## config.mk

```make
export PLATFORM = sky130hd
export DESIGN_NAME = integer_literal_lexer
export DESIGN_NICKNAME = d
export VERILOG_FILES = /design/src/rtl/ilex_pkg.sv /design/src/rtl/ilex_step.sv /design/src/rtl/integer_literal_lexer.sv
export SDC_FILE = /design/constraint.sdc
export NUM_CORES = 1
export LEC_CHECK = 0
export BUFFER_PORTS_ARGS = -buffer_cell sky130_fd_sc_hd__buf_2
export CORE_MARGIN = 8
export CORE_UTILIZATION = 40
export CTS_BUF_LIST = sky130_fd_sc_hd__clkbuf_4
export CTS_CLUSTER_SIZE = 25
export DETAILED_ROUTE_END_ITERATION = 8
export GPL_ROUTABILITY_DRIVEN = 1
export PLACE_DENSITY_LB_ADDON = 0.1
export RECOVER_POWER = 50
export SLEW_MARGIN = 5
export SYNTH_ARGS = -nofsm -noshare
export SYNTH_HDL_FRONTEND = slang
export SYNTH_SLANG_ARGS = --single-unit
export TNS_END_PERCENT = 5
```

## constraint.sdc

```tcl
create_clock -name clk -period 7.8 [get_ports clk]
set_input_delay 0.78 -clock clk [delete_from_list [all_inputs] [get_ports clk]]
set_output_delay 0.78 -clock clk [all_outputs]
set_load 0.01 [all_outputs]
```

## src/rtl/ilex_pkg.sv

```systemverilog
// ----------------------------------------------------------------------------
// ilex_pkg
// Shared types and character codes for the integer literal lexer.
// ----------------------------------------------------------------------------
package ilex_pkg;

  localparam int CHAR_W      = 8;
  localparam int VALUE_W     = 64;
  localparam int LEN_W       = 16;
  localparam int DIGIT_W     = 4;
  localparam int COUNT_BITS  = 16;

  localparam logic [CHAR_W-1:0] CH_MINUS = 8'h2d;  // '-'
  localparam logic [CHAR_W-1:0] CH_UNDER = 8'h5f;  // '_'
  localparam logic [CHAR_W-1:0] CH_ZERO  = 8'h30;  // '0'
  localparam logic [CHAR_W-1:0] CH_NINE  = 8'h39;  // '9'
  localparam logic [CHAR_W-1:0] CH_ONE   = 8'h31;  // '1'
  localparam logic [CHAR_W-1:0] CH_SEVEN = 8'h37;  // '7'
  localparam logic [CHAR_W-1:0] CH_LC_A  = 8'h61;  // 'a'
  localparam logic [CHAR_W-1:0] CH_LC_F  = 8'h66;  // 'f'
  localparam logic [CHAR_W-1:0] CH_LC_X  = 8'h78;  // 'x'
  localparam logic [CHAR_W-1:0] CH_LC_B  = 8'h62;  // 'b'
  localparam logic [CHAR_W-1:0] CH_LC_O  = 8'h6f;  // 'o'
  localparam logic [CHAR_W-1:0] CASE_BIT = 8'h20;
  localparam logic [DIGIT_W-1:0] HEX_LETTER_OFS = 4'd10;

  typedef enum logic [2:0] {
    PH_START  = 3'd0,
    PH_SIGNED = 3'd1,
    PH_ZERO   = 3'd2,
    PH_DEC    = 3'd3,
    PH_HEX    = 3'd4,
    PH_BIN    = 3'd5,
    PH_OCT    = 3'd6
  } phase_t;

  typedef struct packed {
    logic emit;
    logic part;
  } step_ctl_t;

endpackage

```

## src/rtl/ilex_step.sv

```systemverilog
// ----------------------------------------------------------------------------
// ilex_step
// Next-state logic for one character: prefix detection, digit decode and
// accumulator update, count saturation and result decision.
// ----------------------------------------------------------------------------
module ilex_step #(
  parameter int COUNT_BITS = ilex_pkg::COUNT_BITS
) (
  input  logic [ilex_pkg::CHAR_W-1:0]  text_char,
  input  logic                         end_of_text,
  input  ilex_pkg::phase_t             phase,
  input  logic [ilex_pkg::VALUE_W-1:0] acc,
  input  logic                         neg,
  input  logic [COUNT_BITS-1:0]        cnt,
  output ilex_pkg::phase_t             phase_nxt,
  output logic [ilex_pkg::VALUE_W-1:0] acc_nxt,
  output logic                         neg_nxt,
  output logic [COUNT_BITS-1:0]        cnt_nxt,
  output ilex_pkg::step_ctl_t          ctl,
  output logic [ilex_pkg::VALUE_W-1:0] res_acc,
  output logic                         res_neg,
  output logic [COUNT_BITS-1:0]        res_cnt
);

  logic [ilex_pkg::CHAR_W-1:0]  low_c;
  logic                         handled;
  ilex_pkg::phase_t             ph_upd;
  ilex_pkg::phase_t             num_ph;
  logic                         dig_ok;
  logic [ilex_pkg::DIGIT_W-1:0] dig;
  logic [ilex_pkg::VALUE_W-1:0] acc_mul;
  logic [ilex_pkg::VALUE_W-1:0] acc_upd;
  logic                         neg_upd;
  logic                         part;
  logic [COUNT_BITS-1:0]        cnt_upd;

  assign low_c = text_char | ilex_pkg::CASE_BIT;

  always_comb begin
    handled = 1'b0;
    ph_upd  = phase;
    neg_upd = neg;
    acc_upd = acc;
    part    = 1'b0;
    dig_ok  = 1'b0;
    dig     = '0;
    acc_mul = '0;
    num_ph  = ilex_pkg::PH_DEC;

    if (phase == ilex_pkg::PH_START && text_char == ilex_pkg::CH_MINUS) begin
      neg_upd = 1'b1;
      ph_upd  = ilex_pkg::PH_SIGNED;
      handled = 1'b1;
    end else if ((phase == ilex_pkg::PH_START || phase == ilex_pkg::PH_SIGNED) &&
                 text_char == ilex_pkg::CH_ZERO) begin
      ph_upd  = ilex_pkg::PH_ZERO;
      handled = 1'b1;
    end else if (phase == ilex_pkg::PH_ZERO && !end_of_text &&
                 (text_char == ilex_pkg::CH_LC_X || text_char == ilex_pkg::CH_LC_B ||
                  text_char == ilex_pkg::CH_LC_O)) begin
      if (text_char == ilex_pkg::CH_LC_X) begin
        ph_upd = ilex_pkg::PH_HEX;
      end else if (text_char == ilex_pkg::CH_LC_B) begin
        ph_upd = ilex_pkg::PH_BIN;
      end else begin
        ph_upd = ilex_pkg::PH_OCT;
      end
      handled = 1'b1;
    end

    if (!handled) begin
      case (phase)
        ilex_pkg::PH_HEX, ilex_pkg::PH_BIN, ilex_pkg::PH_OCT: num_ph = phase;
        default:                                              num_ph = ilex_pkg::PH_DEC;
      endcase
      ph_upd = num_ph;

      case (num_ph)
        ilex_pkg::PH_HEX: begin
          if (text_char >= ilex_pkg::CH_ZERO && text_char <= ilex_pkg::CH_NINE) begin
            dig_ok = 1'b1;
            dig    = ilex_pkg::DIGIT_W'(text_char - ilex_pkg::CH_ZERO);
          end else if (low_c >= ilex_pkg::CH_LC_A && low_c <= ilex_pkg::CH_LC_F) begin
            dig_ok = 1'b1;
            dig    = ilex_pkg::DIGIT_W'(low_c - ilex_pkg::CH_LC_A) +
                     ilex_pkg::HEX_LETTER_OFS;
          end
          acc_mul = acc << 4;
        end
        ilex_pkg::PH_BIN: begin
          dig_ok  = (text_char >= ilex_pkg::CH_ZERO && text_char <= ilex_pkg::CH_ONE);
          dig     = ilex_pkg::DIGIT_W'(text_char - ilex_pkg::CH_ZERO);
          acc_mul = acc << 1;
        end
        ilex_pkg::PH_OCT: begin
          dig_ok  = (text_char >= ilex_pkg::CH_ZERO && text_char <= ilex_pkg::CH_SEVEN);
          dig     = ilex_pkg::DIGIT_W'(text_char - ilex_pkg::CH_ZERO);
          acc_mul = acc << 3;
        end
        default: begin
          dig_ok  = (text_char >= ilex_pkg::CH_ZERO && text_char <= ilex_pkg::CH_NINE);
          dig     = ilex_pkg::DIGIT_W'(text_char - ilex_pkg::CH_ZERO);
          acc_mul = (acc << 3) + (acc << 1);
        end
      endcase

      if (text_char == ilex_pkg::CH_UNDER) begin
        part = 1'b1;
      end else if (dig_ok) begin
        part    = 1'b1;
        acc_upd = acc_mul + ilex_pkg::VALUE_W'(dig);
      end
    end else begin
      part = 1'b1;
    end
  end

  assign cnt_upd = (part && cnt != {COUNT_BITS{1'b1}}) ? cnt + COUNT_BITS'(1) : cnt;

  assign ctl.part = part;
  assign ctl.emit = !part || end_of_text;

  assign res_acc = acc_upd;
  assign res_neg = neg_upd;
  assign res_cnt = cnt_upd;

  assign phase_nxt = ctl.emit ? ilex_pkg::PH_START : ph_upd;
  assign acc_nxt   = ctl.emit ? '0 : acc_upd;
  assign neg_nxt   = ctl.emit ? 1'b0 : neg_upd;
  assign cnt_nxt   = ctl.emit ? '0 : cnt_upd;

endmodule

```

## src/rtl/integer_literal_lexer.sv

```systemverilog
// ----------------------------------------------------------------------------
// integer_literal_lexer
// Streaming lexer for signed hex/binary/octal/decimal integer literals.
//
//   channel | dir | ports                                         | beat
//   in      | in  | in_text_char, in_end_of_text                  | one char
//   out     | out | out_literal_value, out_consumed_length,       | one result
//           |     | out_char_was_part                             |
//
// One character per cycle while in_stall is low; the character that ends the
// literal passes the input register, then the result register, to the output.
// Lexer state updates in a single step from the input register; the 64-bit
// multiply-by-base add is the critical path.
// Reset (rst_n low, synchronous) clears both valid flags and the lexer state.
// A stalled result holds; one further beat is buffered in the input register.
// ----------------------------------------------------------------------------
module integer_literal_lexer #(
  parameter int COUNT_BITS = ilex_pkg::COUNT_BITS
) (
  input  logic                         clk,
  input  logic                         rst_n,
  input  logic                         in_valid,
  output logic                         in_stall,
  input  logic [ilex_pkg::CHAR_W-1:0]  in_text_char,
  input  logic                         in_end_of_text,
  output logic                         out_valid,
  input  logic                         out_stall,
  output logic [ilex_pkg::VALUE_W-1:0] out_literal_value,
  output logic [ilex_pkg::LEN_W-1:0]   out_consumed_length,
  output logic                         out_char_was_part
);

  logic                         s1_v_r;
  logic [ilex_pkg::CHAR_W-1:0]  s1_char_r;
  logic                         s1_eot_r;

  ilex_pkg::phase_t             phase_r;
  ilex_pkg::phase_t             phase_nxt;
  logic [ilex_pkg::VALUE_W-1:0] acc_r;
  logic [ilex_pkg::VALUE_W-1:0] acc_nxt;
  logic                         neg_r;
  logic                         neg_nxt;
  logic [COUNT_BITS-1:0]        cnt_r;
  logic [COUNT_BITS-1:0]        cnt_nxt;

  ilex_pkg::step_ctl_t          ctl;
  logic [ilex_pkg::VALUE_W-1:0] res_acc;
  logic                         res_neg;
  logic [COUNT_BITS-1:0]        res_cnt;

  logic                         out_v_r;
  logic [ilex_pkg::VALUE_W-1:0] out_acc_r;
  logic                         out_neg_r;
  logic [COUNT_BITS-1:0]        out_cnt_r;
  logic                         out_part_r;

  logic                         out_free;
  logic                         consume;
  logic                         in_acc;

  ilex_step #(
    .COUNT_BITS (COUNT_BITS)
  ) u_step (
    .text_char   (s1_char_r),
    .end_of_text (s1_eot_r),
    .phase       (phase_r),
    .acc         (acc_r),
    .neg         (neg_r),
    .cnt         (cnt_r),
    .phase_nxt   (phase_nxt),
    .acc_nxt     (acc_nxt),
    .neg_nxt     (neg_nxt),
    .cnt_nxt     (cnt_nxt),
    .ctl         (ctl),
    .res_acc     (res_acc),
    .res_neg     (res_neg),
    .res_cnt     (res_cnt)
  );

  assign out_free = !out_v_r || !out_stall;
  assign consume  = s1_v_r && (out_free || !ctl.emit);
  assign in_stall = s1_v_r && !consume;
  assign in_acc   = in_valid && !in_stall;

  always_ff @(posedge clk) begin
    if (!rst_n) begin
      s1_v_r <= 1'b0;
    end else if (in_acc) begin
      s1_v_r <= 1'b1;
    end else if (consume) begin
      s1_v_r <= 1'b0;
    end
  end

  always_ff @(posedge clk) begin
    if (in_acc) begin
      s1_char_r <= in_text_char;
      s1_eot_r  <= in_end_of_text;
    end
  end

  always_ff @(posedge clk) begin
    if (!rst_n) begin
      phase_r <= ilex_pkg::PH_START;
      acc_r   <= '0;
      neg_r   <= 1'b0;
      cnt_r   <= '0;
    end else if (consume) begin
      phase_r <= phase_nxt;
      acc_r   <= acc_nxt;
      neg_r   <= neg_nxt;
      cnt_r   <= cnt_nxt;
    end
  end

  always_ff @(posedge clk) begin
    if (!rst_n) begin
      out_v_r <= 1'b0;
    end else if (consume && ctl.emit) begin
      out_v_r <= 1'b1;
    end else if (!out_stall) begin
      out_v_r <= 1'b0;
    end
  end

  always_ff @(posedge clk) begin
    if (consume && ctl.emit) begin
      out_acc_r  <= res_acc;
      out_neg_r  <= res_neg;
      out_cnt_r  <= res_cnt;
      out_part_r <= ctl.part;
    end
  end

  // sign applied after the result register
  assign out_valid         = out_v_r;
  assign out_literal_value = out_neg_r ? ilex_pkg::VALUE_W'(0) - out_acc_r : out_acc_r;
  assign out_char_was_part = out_part_r;

  generate
    if (COUNT_BITS >= ilex_pkg::LEN_W) begin : g_len_trunc
      assign out_consumed_length = out_cnt_r[ilex_pkg::LEN_W-1:0];
    end else begin : g_len_ext
      assign out_consumed_length = {{(ilex_pkg::LEN_W-COUNT_BITS){1'b0}}, out_cnt_r};
    end
  endgenerate

  a_start_clean: assert property (@(posedge clk) disable iff (!rst_n)
    phase_r == ilex_pkg::PH_START |-> (acc_r == '0 && !neg_r && cnt_r == '0))
    else $error("start phase with stale lexer state");

  a_signed_only_minus: assert property (@(posedge clk) disable iff (!rst_n)
    phase_r == ilex_pkg::PH_SIGNED |->
      (neg_r && acc_r == '0 && cnt_r == COUNT_BITS'(1)))
    else $error("signed phase inconsistent with one minus consumed");

  a_emit_resets: assert property (@(posedge clk) disable iff (!rst_n)
    consume && ctl.emit |=> (phase_r == ilex_pkg::PH_START && out_v_r))
    else $error("result did not reset lexer or load output");

  a_out_from_emit: assert property (@(posedge clk) disable iff (!rst_n)
    $rose(out_v_r) |-> $past(consume && ctl.emit))
    else $error("result valid without an emitting character");

  a_stall_needs_item: assert property (@(posedge clk) disable iff (!rst_n)
    in_stall |-> (s1_v_r && out_v_r && out_stall))
    else $error("input stalled without a blocked result");

endmodule

```

## After elaboration in Yosys (flattened, before gate mapping)

Cells that the tools add are included.
W data, S select, Z words.

| word-level totals | value |
|---|---|
| logic and storage cells | 110 |
| output and inout bits | 83 |
| flip-flop bits (word level) | 177 |

| cells by class | value |
|---|---|
| order comparisons | 6 |
| eq/ne operators | 17 |
| mux-type cells | 38 |
| add/subtract/negate cells | 7 |
| reduce and logical (&&, ||, !) cells | 30 |

Operator list:

| kind | count |
|---|---|
| $mux W64 | 6 |
| $pmux W64 S3 | 1 |
| $add A64 B4 Y64 | 1 |
| $add A64 B64 Y64 | 1 |
| $sub A1 B64 Y64 const A | 1 |
| $eq A8 B7 Y1 const B | 4 |
| $mux W16 | 2 |
| $le A8 B6 Y1 const B | 3 |
| $mux W3 | 8 |
| $eq A3 B3 Y1 const B | 6 |
| $add A16 B1 Y16 const B | 1 |
| $eq A8 B6 Y1 const B | 2 |
| $mux W4 | 4 |
| $ne A16 B16 Y1 const B | 1 |
| $mux W1 | 15 |
| $logic_and A1 B1 Y1 | 13 |
| $ge A8 B6 Y1 const B | 1 |
| $ge A8 B7 Y1 const B | 1 |
| $le A8 B7 Y1 const B | 1 |
| $sub A4 B1 Y4 const B | 2 |
| $logic_not A1 Y1 | 7 |
| $logic_or A1 B1 Y1 | 6 |
| $ne A5 B5 Y1 const B | 1 |
| $add A4 B4 Y4 const B | 1 |
| other kinds (9) | 9 |

## Logic depth before layout (Yosys ltp)

| logic depth | value |
|---|---|
| word-level depth | 24 |
| mapped depth | 24 |

## Modules after synthesis

Synthesis repeated with hierarchy kept, for this count alone.

| unflattened totals | value |
|---|---|
| cell total of the unflattened synthesis | 2,337 |
| area total of the unflattened synthesis | 17,604.4 um^2 |

By module, submodules not included:

| module | area each (um^2) | instances | cells each | seq. area each (um^2) |
|---|---|---|---|---|
| ilex_step | 10,273.6 | 1 | 1,668 | 0.0 |
| integer_literal_lexer | 7,330.8 | 1 | 669 | 4,454.3 |

## Least setup slack after synthesis

OpenSTA, ideal clock, no wires.

| timing | value |
|---|---|
| kind | flip-flop to flip-flop |
| start | register s1_char_r[0] (netlist bit) |
| end | register out_acc_r[0] (netlist bit) (enable) |
| path slack | 944 ps |
| setup time | 525 ps |
| cell stages (with the launch flop) | 12 |
| arrival | 6,331 ps |
| cells stage by stage | edfxtp_1 -> inv_1 -> ha_1 -> o21bai_1 -> a2111oi_0 -> inv_1 -> a22o_1 -> a221o_1 -> a21oi_1 -> o21ai_1 -> clkbuf_1 -> nor2_1 |

| between the ends | value |
|---|---|
| longest elaborated chain between the ends | 15 |

RTL lines:

| element | line | RTL |
|---|---|---|
| start, declared | integer_literal_lexer.sv:34 | `logic [ilex_pkg::CHAR_W-1:0] s1_char_r;` |
| start signal, assigned | integer_literal_lexer.sv:97 | `s1_char_r <= in_text_char;` |
| $ge A8 B7 Y1 / $le A8 B7 Y1 (equally long branches) | ilex_step.sv:83 | `end else if (low_c >= ilex_pkg::CH_LC_A && low_c <= ilex_pkg::CH_LC_F) begin` |
| $logic_and A1 B1 Y1 | ilex_step.sv:83 |  |
| $mux W1 | ilex_step.sv:83 |  |
| $mux W1 | ilex_step.sv:80 | `if (text_char >= ilex_pkg::CH_ZERO && text_char <= ilex_pkg::CH_NINE) begin` |
| $pmux W1 S3 | ilex_step.sv:78 | `case (num_ph)` |
| $mux W1 | ilex_step.sv:71 | `if (!handled) begin` |
| $mux W1 | ilex_step.sv:109 | `end else if (dig_ok) begin` |
| $mux W1 | ilex_step.sv:107 | `if (text_char == ilex_pkg::CH_UNDER) begin` |
| $mux W1 * | ilex_step.sv:71 |  |
| $logic_not A1 Y1 * | ilex_step.sv:121 | `assign ctl.emit = !part \|\| end_of_text;` |
| $logic_or A1 B1 Y1 * | ilex_step.sv:121 |  |
| $logic_not A1 Y1 | integer_literal_lexer.sv:81 | `assign consume = s1_v_r && (out_free \|\| !ctl.emit);` |
| $logic_or A1 B1 Y1 | integer_literal_lexer.sv:81 |  |
| $logic_and A1 B1 Y1 | integer_literal_lexer.sv:81 |  |
| $logic_and A1 B1 Y1 * | integer_literal_lexer.sv:127 | `if (consume && ctl.emit) begin` |
| end signal, assigned | integer_literal_lexer.sv:128 | `out_acc_r <= res_acc;` |
| end, declared | integer_literal_lexer.sv:52 | `logic [ilex_pkg::VALUE_W-1:0] out_acc_r;` |

Mark *: on every way between the ends. The rest lies on a longest branch, timed or not. The select of a mux whose other input is x is not followed.
A chain may end at the register's enable or synchronous reset.

## Worst setup path in the final report

| timing | value |
|---|---|
| start | register phase_r[0] |
| end | register out_cnt_r[4], in the netlist out_consumed_length[4] (enable) |

| between the ends | value |
|---|---|
| longest elaborated chain between the ends | 16 |

RTL lines:

| element | line | RTL |
|---|---|---|
| start, declared | integer_literal_lexer.sv:37 | `ilex_pkg::phase_t phase_r;` |
| start signal, assigned | integer_literal_lexer.sv:104 | `phase_r <= ilex_pkg::PH_START;` |
| start signal, assigned | integer_literal_lexer.sv:109 | `phase_r <= phase_nxt;` |
| $eq A3 B3 Y1 | ilex_step.sv:72 | `case (phase)` |
| $reduce_or A3 Y1 | ilex_step.sv:72 |  |
| $mux W3 | ilex_step.sv:72 |  |
| $mux W3 | ilex_step.sv:71 |  |
| $eq A3 B3 Y1 | ilex_step.sv:78 |  |
| $pmux W1 S3 | ilex_step.sv:78 |  |
| $mux W1 | ilex_step.sv:71 |  |
| $mux W1 | ilex_step.sv:109 |  |
| $mux W1 | ilex_step.sv:107 |  |
| $mux W1 * | ilex_step.sv:71 |  |
| $logic_not A1 Y1 * | ilex_step.sv:121 |  |
| $logic_or A1 B1 Y1 * | ilex_step.sv:121 |  |
| $logic_not A1 Y1 | integer_literal_lexer.sv:81 |  |
| $logic_or A1 B1 Y1 | integer_literal_lexer.sv:81 |  |
| $logic_and A1 B1 Y1 | integer_literal_lexer.sv:81 |  |
| $logic_and A1 B1 Y1 * | integer_literal_lexer.sv:127 |  |
| end signal, assigned | integer_literal_lexer.sv:130 | `out_cnt_r <= res_cnt;` |
| end, declared | integer_literal_lexer.sv:54 | `logic [COUNT_BITS-1:0] out_cnt_r;` |

Marked as above.

==> results.cfg <==
[timing]
grt_setup_unrepaired = no
remaining_max_slew_budget_at_the_tightest_pin_pct = -93.15
finalSetupTns_ns = 0
tightest_slew_ns = 2.897
clock-skew-final_ns = 0.02779
max_slew_violation_total_from_the_final_report = 207
count_of_final_hold_check_violations = 0
clock.fmax_mhz = 149.5
report.final.setup_viol = 0
final.min_clock_period_ns = 6.689
layout_worst_path_cycle_share_pct = 85.76
worst_hold_slack_ns = 0.3512

[synth]
synth_warnings = 0
synth_top_flop_cell = edfxtp_1
netlist-cell-type-count = 90
synth.ff_latch_count = 177
synth_largest_area_cell = edfxtp_1
netlist_area_um2 = 16490
synth.top_cell.area_share_pct = 16.57
synth_area_leaders = edfxtp_1, dfxtp_1, xnor2_1, o21ai_0, nand2_1
synth_fp_nets = 2200
post-synth-top-count-cell = nand2_1
synth_area_per_cell_um2 = 7.794
asyncSetResetFlopFracSynth_pct = 0
netlist_top_cells_count = nand2_1, o21ai_0, nor2_1
synth-seq-area-share_pct = 27.01
synth_cells = 2116
synth_edf_count = 91

[drt]
wl_um = 56530
post_drt_via_cell_ratio = 6.136
avgRoutedWirePerCell_um = 21.28
initialDrtViolationCount = 1602
route.detailed.drc = 0
ant_nets = 0
vias = 16300
dr.pass1.iters = 7

[floorplanning]
placeableCoreArea_um2 = 40740
start_util_pct = 40.48
std_cell_rows = 74
die_height_um = 219.1
ioPinCount = 96
fp.dieW_um = 219.1
design.die.area_um2 = 47980

[final_layout]
design_area_um2 = 17470
post_route_cells_drive_above_1_share_pct = 7.298
nets = 2195
syn_to_final_growth_pct = 5.918
final_core_util_pct = 42.88

[critical_path]
critical_path.endpoint_type = register
critical_path.startpoint_type = register
timing.critical_path.required_ns = 8.09
worst_ep_arrival_time_ns = 6.98
timing.setup.critical_path_class = register to register
cp_max_fo = 56

[grt]
gr-usage-all-layers_pct = 22.84
grt_start_max_net_pins = 73
global_route_overflow = 0
grt_pass1_wl_um = 87130
via_count_of_the_first_global_routing_pass = 15050
number_of_antenna_violations_at_the_first_check_in_global_routing = 1

[cts]
post-cts-setup-buffers = 0
clock_insertion_delay_worst_skew_ns = 0.62
cts_resized = 0
root_buffer = clkbuf_4
clock_tree_from_tritoncts = yes
post_cts_hold_buffer_count = 0
htree_levels = 4
path_clk_slew_ns = 0.14
clock_sinks = 177
clk_path_buf_depth = 2
cts_made_buffers = 17

[flow_run]
cap_viol_max_count = 4

[pwr]
cellPowerDensity_nw_per_um2 = 96.12
combinationalPowerShare_pct = 7.2
p_sw_share_pct = 26.03
power_frac_seq_pct = 60.5
power_leakage_nw = 5.682
power.ir.vdd_worst_mv = 0.07462
power_frac_clock_pct = 32.3
intPower_mw = 1.242
net_switching_power_uw = 437.0
p_total_mw = 1.679

[placement]
port_buffers = 95
postPlaceCellArea_um2 = 17290
place_congestion = 0.9124
dp_hpwl_um = 43380

[outcome]
run_status = finished, violations left
failed_checks = max-capacitance violations, max-slew violations

[worst_hold_path]
min-delay-path-class = input pin to register
## sequential cells by signal (all words and copies together) (netlist names)
register and count:
acc_r 64, cnt_r 16, out_char_was_part 1, out_acc_r 64, s1_v_r 1, out_consumed_length 16, phase_r 3, out_valid 1
neg_r 1, s1_char_r 8, out_neg_r 1, s1_eot_r 1
## power by group through the flow
stage                     Sequential (mW)  Clock [mW]  Combinational (mW)
after global placement               1.04           0               0.126
after CTS                            1.02       0.557               0.126
final                                1.02       0.542               0.121
after detailed placement             1.04           0               0.126
after floorplan                      1.03           0              0.0752
after global routing                 1.02       0.586               0.132
## area by class of cell
class                           count  area (µm²)
Antenna cell                        1       2.502
Inverter                           23       86.33
Multi-Input combinational cell   1776       11410
Fill cell                        4189       23270
Clock buffer                       19       142.6
Timing Repair Buffer              116       549.3
Sequential cell                   177        4458
Tap cell                          532       665.6
Clock inverter                     13       148.9
## critical path: stages (launching register included)
cell      delay, ns
dfxtp_1        0.35
buf_4          0.46
buf_4          0.54
or3b_2         0.50
o22ai_1        0.12
nand4b_1       0.15
a22o_1         0.24
a221o_1        0.48
a21oi_1        0.57
o21ai_4        0.10
clkbuf_1       1.07
nor2_4         1.29
buf_4          0.45
## cell families (layout without fill, tap and decap cells)
group                      Yosys count  count (layout)  synth area share [%]
AOI/OAI and AO/OA                  656             656                 25.64
xor gates and xnor gates           154             154                 8.178
adders and majority gates           71              71                 5.478
buffers and inverters              163             171                 3.884
DFF                                177             177                 27.01
muxes                               74              74                 4.636
other                                0               1                     0
and+or+nand+nor                    821             821                 25.17
## layer usage
metal / GRT usage (%) / vias to the layer above / wire [µm]
met1: 34.27 / 7741 / 27720
met5: 0 / - / 0
met2: 34.05 / 619 / 23820
met4: 6.317 / 0 / 1173
li1: - / 7878 / -
met3: 2.492 / 65 / 3823
## stage by stage
step                      instances  setup slack, ns
after floorplan                2116           0.9444
after global placement         2624            1.529
after detailed placement       2624            1.320
after CTS                      2656            1.326
after global routing           2657           0.6798
final                          2657            1.111
## final timing paths
kind,depth (start not counted),slack [ns],from,to
setup / recovery,12,1.11,phase_r[0],out_consumed_length[4]
setup reg to reg,12,1.11,phase_r[0],out_consumed_length[4]
hold / removal,1,0.35,in_text_char[5],s1_char_r[5]
hold reg to reg,2,0.52,cnt_r[11],cnt_r[11]
## layout by cell type (no fill, tap or decap), drive strengths merged, types with 41 or more instances in the layout
cell	Yosys	final
edfxtp	91	91
xor2	41	41
xnor2	113	113
ha	69	69
a22oi	43	43
nor2b	55	55
clkbuf	116	86
nor3	65	65
o21ai	192	192
nand4	53	53
dfxtp	86	86
mux2i	55	55
a21oi	137	137
nand2	247	247
buf	24	49
nor2	160	160
nand3	60	60
No activity file was read; power rests on OpenSTA's default activity.
